$ cat src/sv/rfbt_pkg.sv
// ----------------------------------------------------------------------------
// rfbt_pkg: shared definitions of the register family busy tracker
// Family counts, field widths, command and status codes, sequencer states
// and the write port type of the busy order list.
// ----------------------------------------------------------------------------
package rfbt_pkg;

  localparam int GENERAL_FAMILIES = 8;
  localparam int NUM_FAMILIES     = GENERAL_FAMILIES + 1;

  // Field widths fixed by the interface.
  localparam int CMD_W  = 3;
  localparam int FAM_W  = 4;
  localparam int SIZE_W = 2;
  localparam int IDX_W  = 4;
  localparam int CNT_W  = 4;
  localparam int STAT_W = 3;

  typedef enum logic [CMD_W-1:0] {
    CMD_FIND_FREE    = 3'd0,
    CMD_MARK_BUSY    = 3'd1,
    CMD_POP_LAST     = 3'd2,
    CMD_POP_INDEX    = 3'd3,
    CMD_POP_FAMILY   = 3'd4,
    CMD_RELEASE_AUTO = 3'd5
  } cmd_e;

  typedef enum logic [STAT_W-1:0] {
    STATUS_OK           = 3'd0,
    STATUS_NONE_FREE    = 3'd1,
    STATUS_ALREADY_BUSY = 3'd2,
    STATUS_LIST_EMPTY   = 3'd3,
    STATUS_BAD_INDEX    = 3'd4,
    STATUS_NOT_FOUND    = 3'd5
  } status_e;

  typedef enum logic [2:0] {
    ST_IDLE,
    ST_FIND,
    ST_SEARCH,
    ST_POP,
    ST_SHIFT,
    ST_COMPACT
  } state_e;

  typedef struct packed {
    logic             we;
    logic [IDX_W-1:0] addr;
    logic [FAM_W-1:0] data;
  } list_wr_t;

endpackage

$ cat src/sv/register_family_busy_tracker_unit.sv
// ----------------------------------------------------------------------------
// register_family_busy_tracker_unit: family allocator with ordered busy list
// Finds free families, marks them busy and pops or releases them in order.
// ----------------------------------------------------------------------------
// An item is taken when start_i is high and busy_o is low; its result appears
// on the result ports for exactly one cycle with done_o high, and the receiver
// cannot stall it. Mark busy, and any command rejected at once (empty list,
// bad index, unknown command), shows its result in the cycle after the item is
// taken. Find free checks the busy flags of the eight general families in turn;
// the other commands walk the nine-entry busy order list through its single
// read port, one entry per cycle: pop last and pop index free the entry and move
// later entries down, pop family searches for the family first, release auto frees
// entries whose mask bit is clear. A new item is taken in the result cycle.
module register_family_busy_tracker_unit
  import rfbt_pkg::*;
(
  input  logic              clk_i,
  input  logic              rst_ni,
  input  logic              manual_free_mask_we_i,
  input  logic [8:0]        manual_free_mask_i,
  input  logic              start_i,
  output logic              busy_o,
  input  logic [CMD_W-1:0]  command_i,
  input  logic [FAM_W-1:0]  family_i,
  input  logic [SIZE_W-1:0] size_code_i,
  input  logic [IDX_W-1:0]  list_index_i,
  output logic              done_o,
  output logic [STAT_W-1:0] status_o,
  output logic [FAM_W-1:0]  result_family_o,
  output logic [SIZE_W-1:0] result_size_o,
  output logic [CNT_W-1:0]  busy_count_o
);

  state_e state_q, state_d;

  logic [NUM_FAMILIES-1:0] mask_q;
  logic [NUM_FAMILIES-1:0] fbusy_q, fbusy_d;
  logic [SIZE_W-1:0]       fsize_q [NUM_FAMILIES];
  logic [SIZE_W-1:0]       fsize_d [NUM_FAMILIES];
  logic [CNT_W-1:0]        len_q, len_d;
  logic [IDX_W-1:0]        ptr_q, ptr_d;
  logic [IDX_W-1:0]        wr_q, wr_d;
  logic [FAM_W-1:0]        fam_q, fam_d;
  logic [SIZE_W-1:0]       size_q, size_d;
  logic                    done_q, done_d;
  logic [STAT_W-1:0]       status_q, status_d;
  logic [FAM_W-1:0]        rfam_q, rfam_d;
  logic [SIZE_W-1:0]       rsize_q, rsize_d;

  list_wr_t         list_wr;
  logic [IDX_W-1:0] rd_addr;
  logic [FAM_W-1:0] list_rd;
  logic [IDX_W-1:0] ptr_nx;
  logic [IDX_W-1:0] wr_nx;
  logic             last;
  logic             keep;
  logic             accept;

  rfbt_order_list u_list (
    .clk_i   (clk_i),
    .wr_i    (list_wr),
    .raddr_i (rd_addr),
    .rdata_o (list_rd)
  );

  assign accept = start_i && (state_q == ST_IDLE);
  assign ptr_nx = ptr_q + IDX_W'(1);
  assign last   = (CNT_W'(ptr_nx) >= len_q);
  assign keep   = mask_q[list_rd];
  assign wr_nx  = wr_q + IDX_W'(keep);

  // Next state.
  always_comb begin
    state_d = state_q;
    unique case (state_q)
      ST_IDLE: begin
        if (accept) begin
          case (cmd_e'(command_i))
            CMD_FIND_FREE:    state_d = ST_FIND;
            CMD_POP_LAST:     if (len_q != '0) state_d = ST_POP;
            CMD_POP_INDEX: begin
              if ((len_q != '0) && (CNT_W'(list_index_i) < len_q)) state_d = ST_POP;
            end
            CMD_POP_FAMILY:   if (len_q != '0) state_d = ST_SEARCH;
            CMD_RELEASE_AUTO: if (len_q != '0) state_d = ST_COMPACT;
            default:          state_d = ST_IDLE;
          endcase
        end
      end
      ST_FIND: begin
        if (!fbusy_q[ptr_q] || (ptr_q == IDX_W'(GENERAL_FAMILIES - 1))) state_d = ST_IDLE;
      end
      ST_SEARCH: begin
        if (list_rd == fam_q) state_d = ST_POP;
        else if (last)        state_d = ST_IDLE;
      end
      ST_POP:     state_d = ST_SHIFT;
      ST_SHIFT:   if (last) state_d = ST_IDLE;
      ST_COMPACT: if (last) state_d = ST_IDLE;
      default:    state_d = ST_IDLE;
    endcase
  end

  // Datapath and results.
  always_comb begin
    ptr_d    = ptr_q;
    wr_d     = wr_q;
    len_d    = len_q;
    fbusy_d  = fbusy_q;
    fsize_d  = fsize_q;
    fam_d    = fam_q;
    size_d   = size_q;
    done_d   = 1'b0;
    status_d = status_q;
    rfam_d   = rfam_q;
    rsize_d  = rsize_q;
    rd_addr  = ptr_q;
    list_wr  = '0;

    unique case (state_q)
      ST_IDLE: begin
        if (accept) begin
          fam_d    = family_i;
          size_d   = size_code_i;
          status_d = STATUS_OK;
          rfam_d   = '0;
          rsize_d  = '0;
          ptr_d    = '0;
          wr_d     = '0;
          case (cmd_e'(command_i))
            CMD_FIND_FREE: begin
            end
            CMD_MARK_BUSY: begin
              done_d = 1'b1;
              if (family_i >= FAM_W'(NUM_FAMILIES)) begin
                status_d = STATUS_NOT_FOUND;
              end else if (fbusy_q[family_i]) begin
                status_d = STATUS_ALREADY_BUSY;
              end else if (len_q < CNT_W'(NUM_FAMILIES)) begin
                fbusy_d[family_i] = 1'b1;
                fsize_d[family_i] = size_code_i;
                list_wr.we        = 1'b1;
                list_wr.addr      = IDX_W'(len_q);
                list_wr.data      = family_i;
                len_d             = len_q + CNT_W'(1);
                rfam_d            = family_i;
                rsize_d           = size_code_i;
              end
            end
            CMD_POP_LAST: begin
              if (len_q == '0) begin
                done_d   = 1'b1;
                status_d = STATUS_LIST_EMPTY;
              end else begin
                ptr_d = IDX_W'(len_q - CNT_W'(1));
              end
            end
            CMD_POP_INDEX: begin
              if (len_q == '0) begin
                done_d   = 1'b1;
                status_d = STATUS_LIST_EMPTY;
              end else if (CNT_W'(list_index_i) >= len_q) begin
                done_d   = 1'b1;
                status_d = STATUS_BAD_INDEX;
              end else begin
                ptr_d = list_index_i;
              end
            end
            CMD_POP_FAMILY: begin
              if (len_q == '0) begin
                done_d   = 1'b1;
                status_d = STATUS_NOT_FOUND;
              end
            end
            CMD_RELEASE_AUTO: begin
              if (len_q == '0) done_d = 1'b1;
            end
            default: begin
              // Unknown commands answer ok and leave the state alone.
              done_d = 1'b1;
            end
          endcase
        end
      end
      ST_FIND: begin
        if (!fbusy_q[ptr_q]) begin
          done_d  = 1'b1;
          rfam_d  = FAM_W'(ptr_q);
          rsize_d = size_q;
        end else if (ptr_q == IDX_W'(GENERAL_FAMILIES - 1)) begin
          done_d   = 1'b1;
          status_d = STATUS_NONE_FREE;
        end else begin
          ptr_d = ptr_nx;
        end
      end
      ST_SEARCH: begin
        if (list_rd != fam_q) begin
          if (last) begin
            done_d   = 1'b1;
            status_d = STATUS_NOT_FOUND;
          end else begin
            ptr_d = ptr_nx;
          end
        end
      end
      ST_POP: begin
        rfam_d           = list_rd;
        rsize_d          = fsize_q[list_rd];
        fbusy_d[list_rd] = 1'b0;
      end
      ST_SHIFT: begin
        // Close the gap: each later entry moves down by one position.
        rd_addr = ptr_nx;
        if (last) begin
          len_d  = len_q - CNT_W'(1);
          done_d = 1'b1;
        end else begin
          list_wr.we   = 1'b1;
          list_wr.addr = ptr_q;
          list_wr.data = list_rd;
          ptr_d        = ptr_nx;
        end
      end
      ST_COMPACT: begin
        if (keep) begin
          list_wr.we   = 1'b1;
          list_wr.addr = wr_q;
          list_wr.data = list_rd;
        end else begin
          fbusy_d[list_rd] = 1'b0;
        end
        if (last) begin
          len_d  = CNT_W'(wr_nx);
          done_d = 1'b1;
        end else begin
          ptr_d = ptr_nx;
          wr_d  = wr_nx;
        end
      end
      default: begin
      end
    endcase
  end

  always_ff @(posedge clk_i or negedge rst_ni) begin
    if (!rst_ni) begin
      state_q <= ST_IDLE;
      mask_q  <= '0;
      fbusy_q <= '0;
      len_q   <= '0;
      done_q  <= 1'b0;
      for (int i = 0; i < NUM_FAMILIES; i++) begin
        fsize_q[i] <= '0;
      end
    end else begin
      state_q <= state_d;
      fbusy_q <= fbusy_d;
      fsize_q <= fsize_d;
      len_q   <= len_d;
      done_q  <= done_d;
      if (manual_free_mask_we_i) begin
        mask_q <= manual_free_mask_i;
      end
    end
  end

  always_ff @(posedge clk_i) begin
    ptr_q    <= ptr_d;
    wr_q     <= wr_d;
    fam_q    <= fam_d;
    size_q   <= size_d;
    status_q <= status_d;
    rfam_q   <= rfam_d;
    rsize_q  <= rsize_d;
  end

  assign busy_o          = (state_q != ST_IDLE);
  assign done_o          = done_q;
  assign status_o        = status_q;
  assign result_family_o = rfam_q;
  assign result_size_o   = rsize_q;
  assign busy_count_o    = len_q;

`ifndef SYNTH
  a_done_in_idle : assert property (@(posedge clk_i) disable iff (!rst_ni)
    done_q |-> (state_q == ST_IDLE))
    else $error("result strobe outside idle");

  a_len_bound : assert property (@(posedge clk_i) disable iff (!rst_ni)
    len_q <= CNT_W'(NUM_FAMILIES))
    else $error("busy list longer than the family count");

  a_busy_matches_len : assert property (@(posedge clk_i) disable iff (!rst_ni)
    (state_q == ST_IDLE) |-> ($countones(fbusy_q) == int'(len_q)))
    else $error("busy flags disagree with the list length");

  a_shift_in_list : assert property (@(posedge clk_i) disable iff (!rst_ni)
    (state_q == ST_SHIFT) |-> (CNT_W'(ptr_q) < len_q))
    else $error("gap close pointer beyond the list");
`endif

endmodule

$ cat src/sv/rfbt_order_list.sv
// ----------------------------------------------------------------------------
// rfbt_order_list: busy order list storage
// Nine family entries, oldest first, with one write and one read port.
// ----------------------------------------------------------------------------
module rfbt_order_list
  import rfbt_pkg::*;
(
  input  logic             clk_i,
  input  list_wr_t         wr_i,
  input  logic [IDX_W-1:0] raddr_i,
  output logic [FAM_W-1:0] rdata_o
);

  logic [FAM_W-1:0] entry_q [NUM_FAMILIES];

  // Entries hold no reset value; only entries below the list length are used.
  always_ff @(posedge clk_i) begin
    if (wr_i.we) begin
      entry_q[wr_i.addr] <= wr_i.data;
    end
  end

  assign rdata_o = entry_q[raddr_i];

endmodule
$ cat config.mk
export PLATFORM = sky130hd
export DESIGN_NAME = register_family_busy_tracker_unit
export DESIGN_NICKNAME = d
export VERILOG_FILES = /design/src/sv/rfbt_pkg.sv /design/src/sv/register_family_busy_tracker_unit.sv /design/src/sv/rfbt_order_list.sv
export SDC_FILE = /design/constraint.sdc
export NUM_CORES = 1
export LEC_CHECK = 0
export BUFFER_PORTS_ARGS = -buffer_cell sky130_fd_sc_hd__buf_4
export CAP_MARGIN = 40
export CORE_ASPECT_RATIO = 0.9
export CORE_MARGIN = 8
export CORE_UTILIZATION = 56
export CTS_CLUSTER_DIAMETER = 40
export CTS_CLUSTER_SIZE = 24
export DETAILED_ROUTE_END_ITERATION = 8
export PLACE_DENSITY_LB_ADDON = 0.3
export SLEW_MARGIN = 5
export SYNTH_ARGS = -nofsm -noshare
export SYNTH_HDL_FRONTEND = slang
export SYNTH_SLANG_ARGS = --single-unit
$ cat constraint.sdc
create_clock -name clk_i -period 5.1 [get_ports clk_i]
set_clock_uncertainty 0.1 [all_clocks]
set_input_delay 1.02 -clock clk_i [delete_from_list [all_inputs] [get_ports clk_i]]
set_output_delay 1.02 -clock clk_i [all_outputs]
set_load 0.02 [all_outputs]
==> metrics.txt <==
commonest non-fill, non-tap cell in the layout=buf_4; DRT iter0 DRCs=399; CP Data Arrival Time=4.85 ns; CP cell instances=or3b_1, buf_4, and4bb_2, nor2_1, o221ai_2, mux2_2, mux4_2, o21a_1, ha_1, a22o_1, a21oi_1, o31ai_1, nor4b_2, buf_4; floorplan core area=10720 sq um; Synth Instances=546; R2R depth=14; max cap viols=0; Final period util=0.9552; Setup CP Type=flip-flop to flip-flop; GPL Wtd Cong=about 0.92; Worst path slowest cell=or3b_1; Post-synth EDFFs=59; Setup WS pre-CTS=around 0.22 ns; leading area contributor after synthesis=edfxtp_1; Hold Violations, Final=0; gr ovfl total=0; Warnings, synthesis=0; CTS tree=done; fin worst setup slack=around 0.23 ns; worst r2r src=state_q[0]; fin crit period=approximately 4.9 ns; Longest Clk Path Bufs=2; Vias/cell=between 6 and 7; Hold Path Depth=1; Synth Flop Type=edfxtp_1; CTS H-tree depth=3; Max Fanout on Critical Path=11; die area=14540 sq um; WL final=15310 um; Post-Syn Nets=586; min-delay src=fsize_q[3]; clock latency on the worst-skew pair=between 0.3 and 0.4 ns; Final Max Tran Viols=0; most frequent cells in the layout=65 x buf_4, 59 x edfxtp_1, 44 x dfrtp_1, 41 x nor2_1, 40 x nand2_1; PD cells=601.3 nW/um^2; HP Class=flip-flop to flip-flop; Pre-antenna DRT Iters=6; Post-Syn Area=6122 sq um; r2r setup slk=0.23 ns; CP required=5.08 ns; Worst slew margin=0.5121; Util after Layout=0.6459; WHS Endpoint=fsize_q[3]; clock sink total=103; die height=about 120 um; initial antenna violation count=0; hold buffer count at CTS=0; Setup violations, final=0; status=complete, no violations; Setup crit end kind=flip-flop; sequential area share after synthesis=0.4692; first-pass GRT wire length=24760 um; reg-to-reg endpoint=u_list.entry_q[8][2]; Max VDD drop=309.7 uV; layout cells sized above 1=0.2534; Routed Antenna Nets=0; syn avg cell area=11.21 sq um; synthesis-stage register bit count=roughly 100; drt drc=0; IO Pins=41; GRT Util Overall=0.2195; Yosys top cell area share=0.2894; # port buffers=40; Slew @ Worst Pin=about 0.73 ns; routed via count=around 4.8k; row count=36; Wirelength per Cell=20.99 um; Inserted Clock Buffers=9; # diodes=0; largest net degree at the start of global routing=45; estimated wirelength of the detail-placed design=11480 um; synth top area cells=edfxtp_1 29%, dfrtp_1 18%, mux2_2 6.8%; area delta synth->final=13.10%; vias in the first global route=4652; Starting Density=0.5711; setup TNS=0 ns; crit-path max cell delay=0.59 ns; unrepaired setup endpoints after global routing=no; root buf cell=clkbuf_16; fin nets=approximately 630; Post-synth ARST share=0.4272; f_max=205.3 MHz; Worst-path clk slew=around 0.070 ns; Placement Cell Area=6623 sq um; P_leak=2.862 nW; crit start category=flip-flop; CP dominant cell by count=buf_4; Design Area, Final=slightly below 7000 sq um; library cells used by synthesis=72; die width=126.2 um
## cell type report
type,instances,area [sq um]
Fill cell,797,3796
Multi-Input combinational cell,394,3039
Sequential cell,103,2873
Timing Repair Buffer,66,493.0
Clock buffer,10,239.0
Tap cell,133,166.4
Inverter,17,63.81
Clock inverter,6,50.05
## Yosys cell counts, types with 7 or more instances
cell and number:
a21o_1 11, a21oi_1 23, a22o_1 7, a2bb2oi_1 8, buf_2 10, clkbuf_1 14, dfrtp_1 44, edfxtp_1 59
ha_1 14, inv_1 17, mux2_2 37, mux2i_1 24, mux4_2 13, nand2_1 40, nand2b_1 10, nand3_1 8
nor2_1 41, nor2b_1 7, nor3_1 15, o21ai_0 29, xnor2_1 8
## critical path, delay by kind of cell (launching register included)
kind / cells / cell delay [ns]
AO/OA/AOI/OAI: 5 / 1.31
adder cells (fa/ha/maj): 1 / 0.21
buffers and inverters: 2 / 0.43
flip-flops: 1 / 0.37
multiplexers: 2 / 0.91
AND/OR/NAND/NOR: 4 / 1.25
## cells by family (layout without fill, tap and decap cells)
group / after synthesis / in the layout / share of synthesized area
and+or+nand+nor: 158 / 158 / 0.1339
AOI/OAI and AO/OA: 135 / 135 / 0.1594
DFF: 103 / 103 / 0.4692
muxes: 74 / 74 / 0.1551
buffers and inverters: 49 / 99 / 0.03515
adders and majority gates: 14 / 14 / 0.02861
xor gates and xnor gates: 13 / 13 / 0.01860
## routing by layer
metal / wire length (um) / vias to the layer above / track usage
met5: 0 / - / 0
met4: 472 / 0 / 0.1049
met3: 1327 / 39 / 0.06073
met2: 7184 / 226 / 0.3499
met1: 6320 / 2348 / 0.2731
li1: - / 2172 / -
## flip-flops by register name (all words and copies together) (netlist names)
register         flops
u_list.entry_q      36
fbusy_q              9
fam_q                4
size_q               2
result_family_o      4
busy_count_o         4
fsize_q             18
result_size_o        2
mask_q               9
state_q              3
status_o             3
ptr_q                4
wr_q                 4
done_o               1
## power breakdown
group          total, mW  switching [mW]  internal, mW
Clock              0.667           0.316         0.351
Sequential          1.22           0.112          1.11
Combinational       2.28            1.36         0.916
## stage by stage
stage               cells  hold slack (ns)  total power [mW]
detailed placement    712           0.3952             3.466
floorplan             546           0.3750             2.819
finish                729           0.4072             4.163
global placement      711           0.3881             3.411
global route          729           0.4266             4.407
CTS                   728           0.4108             4.151
## worst max-delay path by stage
stage,startpoint,endpoint,slack (ns)
after floorplan,ptr_q[1],u_list.entry_q[8][0],0.58
after global placement,state_q[0],u_list.entry_q[0][0],0.40
final,state_q[0],u_list.entry_q[8][2],0.23
after CTS,state_q[0],u_list.entry_q[0][0],0.18
after global routing,state_q[1],u_list.entry_q[8][1],0.04
after detailed placement,state_q[0],u_list.entry_q[0][0],0.22
## what timing repair did
action | CTS | global route
buffers inserted | 0 | 1
resized for setup | 0 | 1
setup endpoints to repair | 0 | 8
hold endpoints to repair | 0 | 0
(Power assumes the default switching activity.)
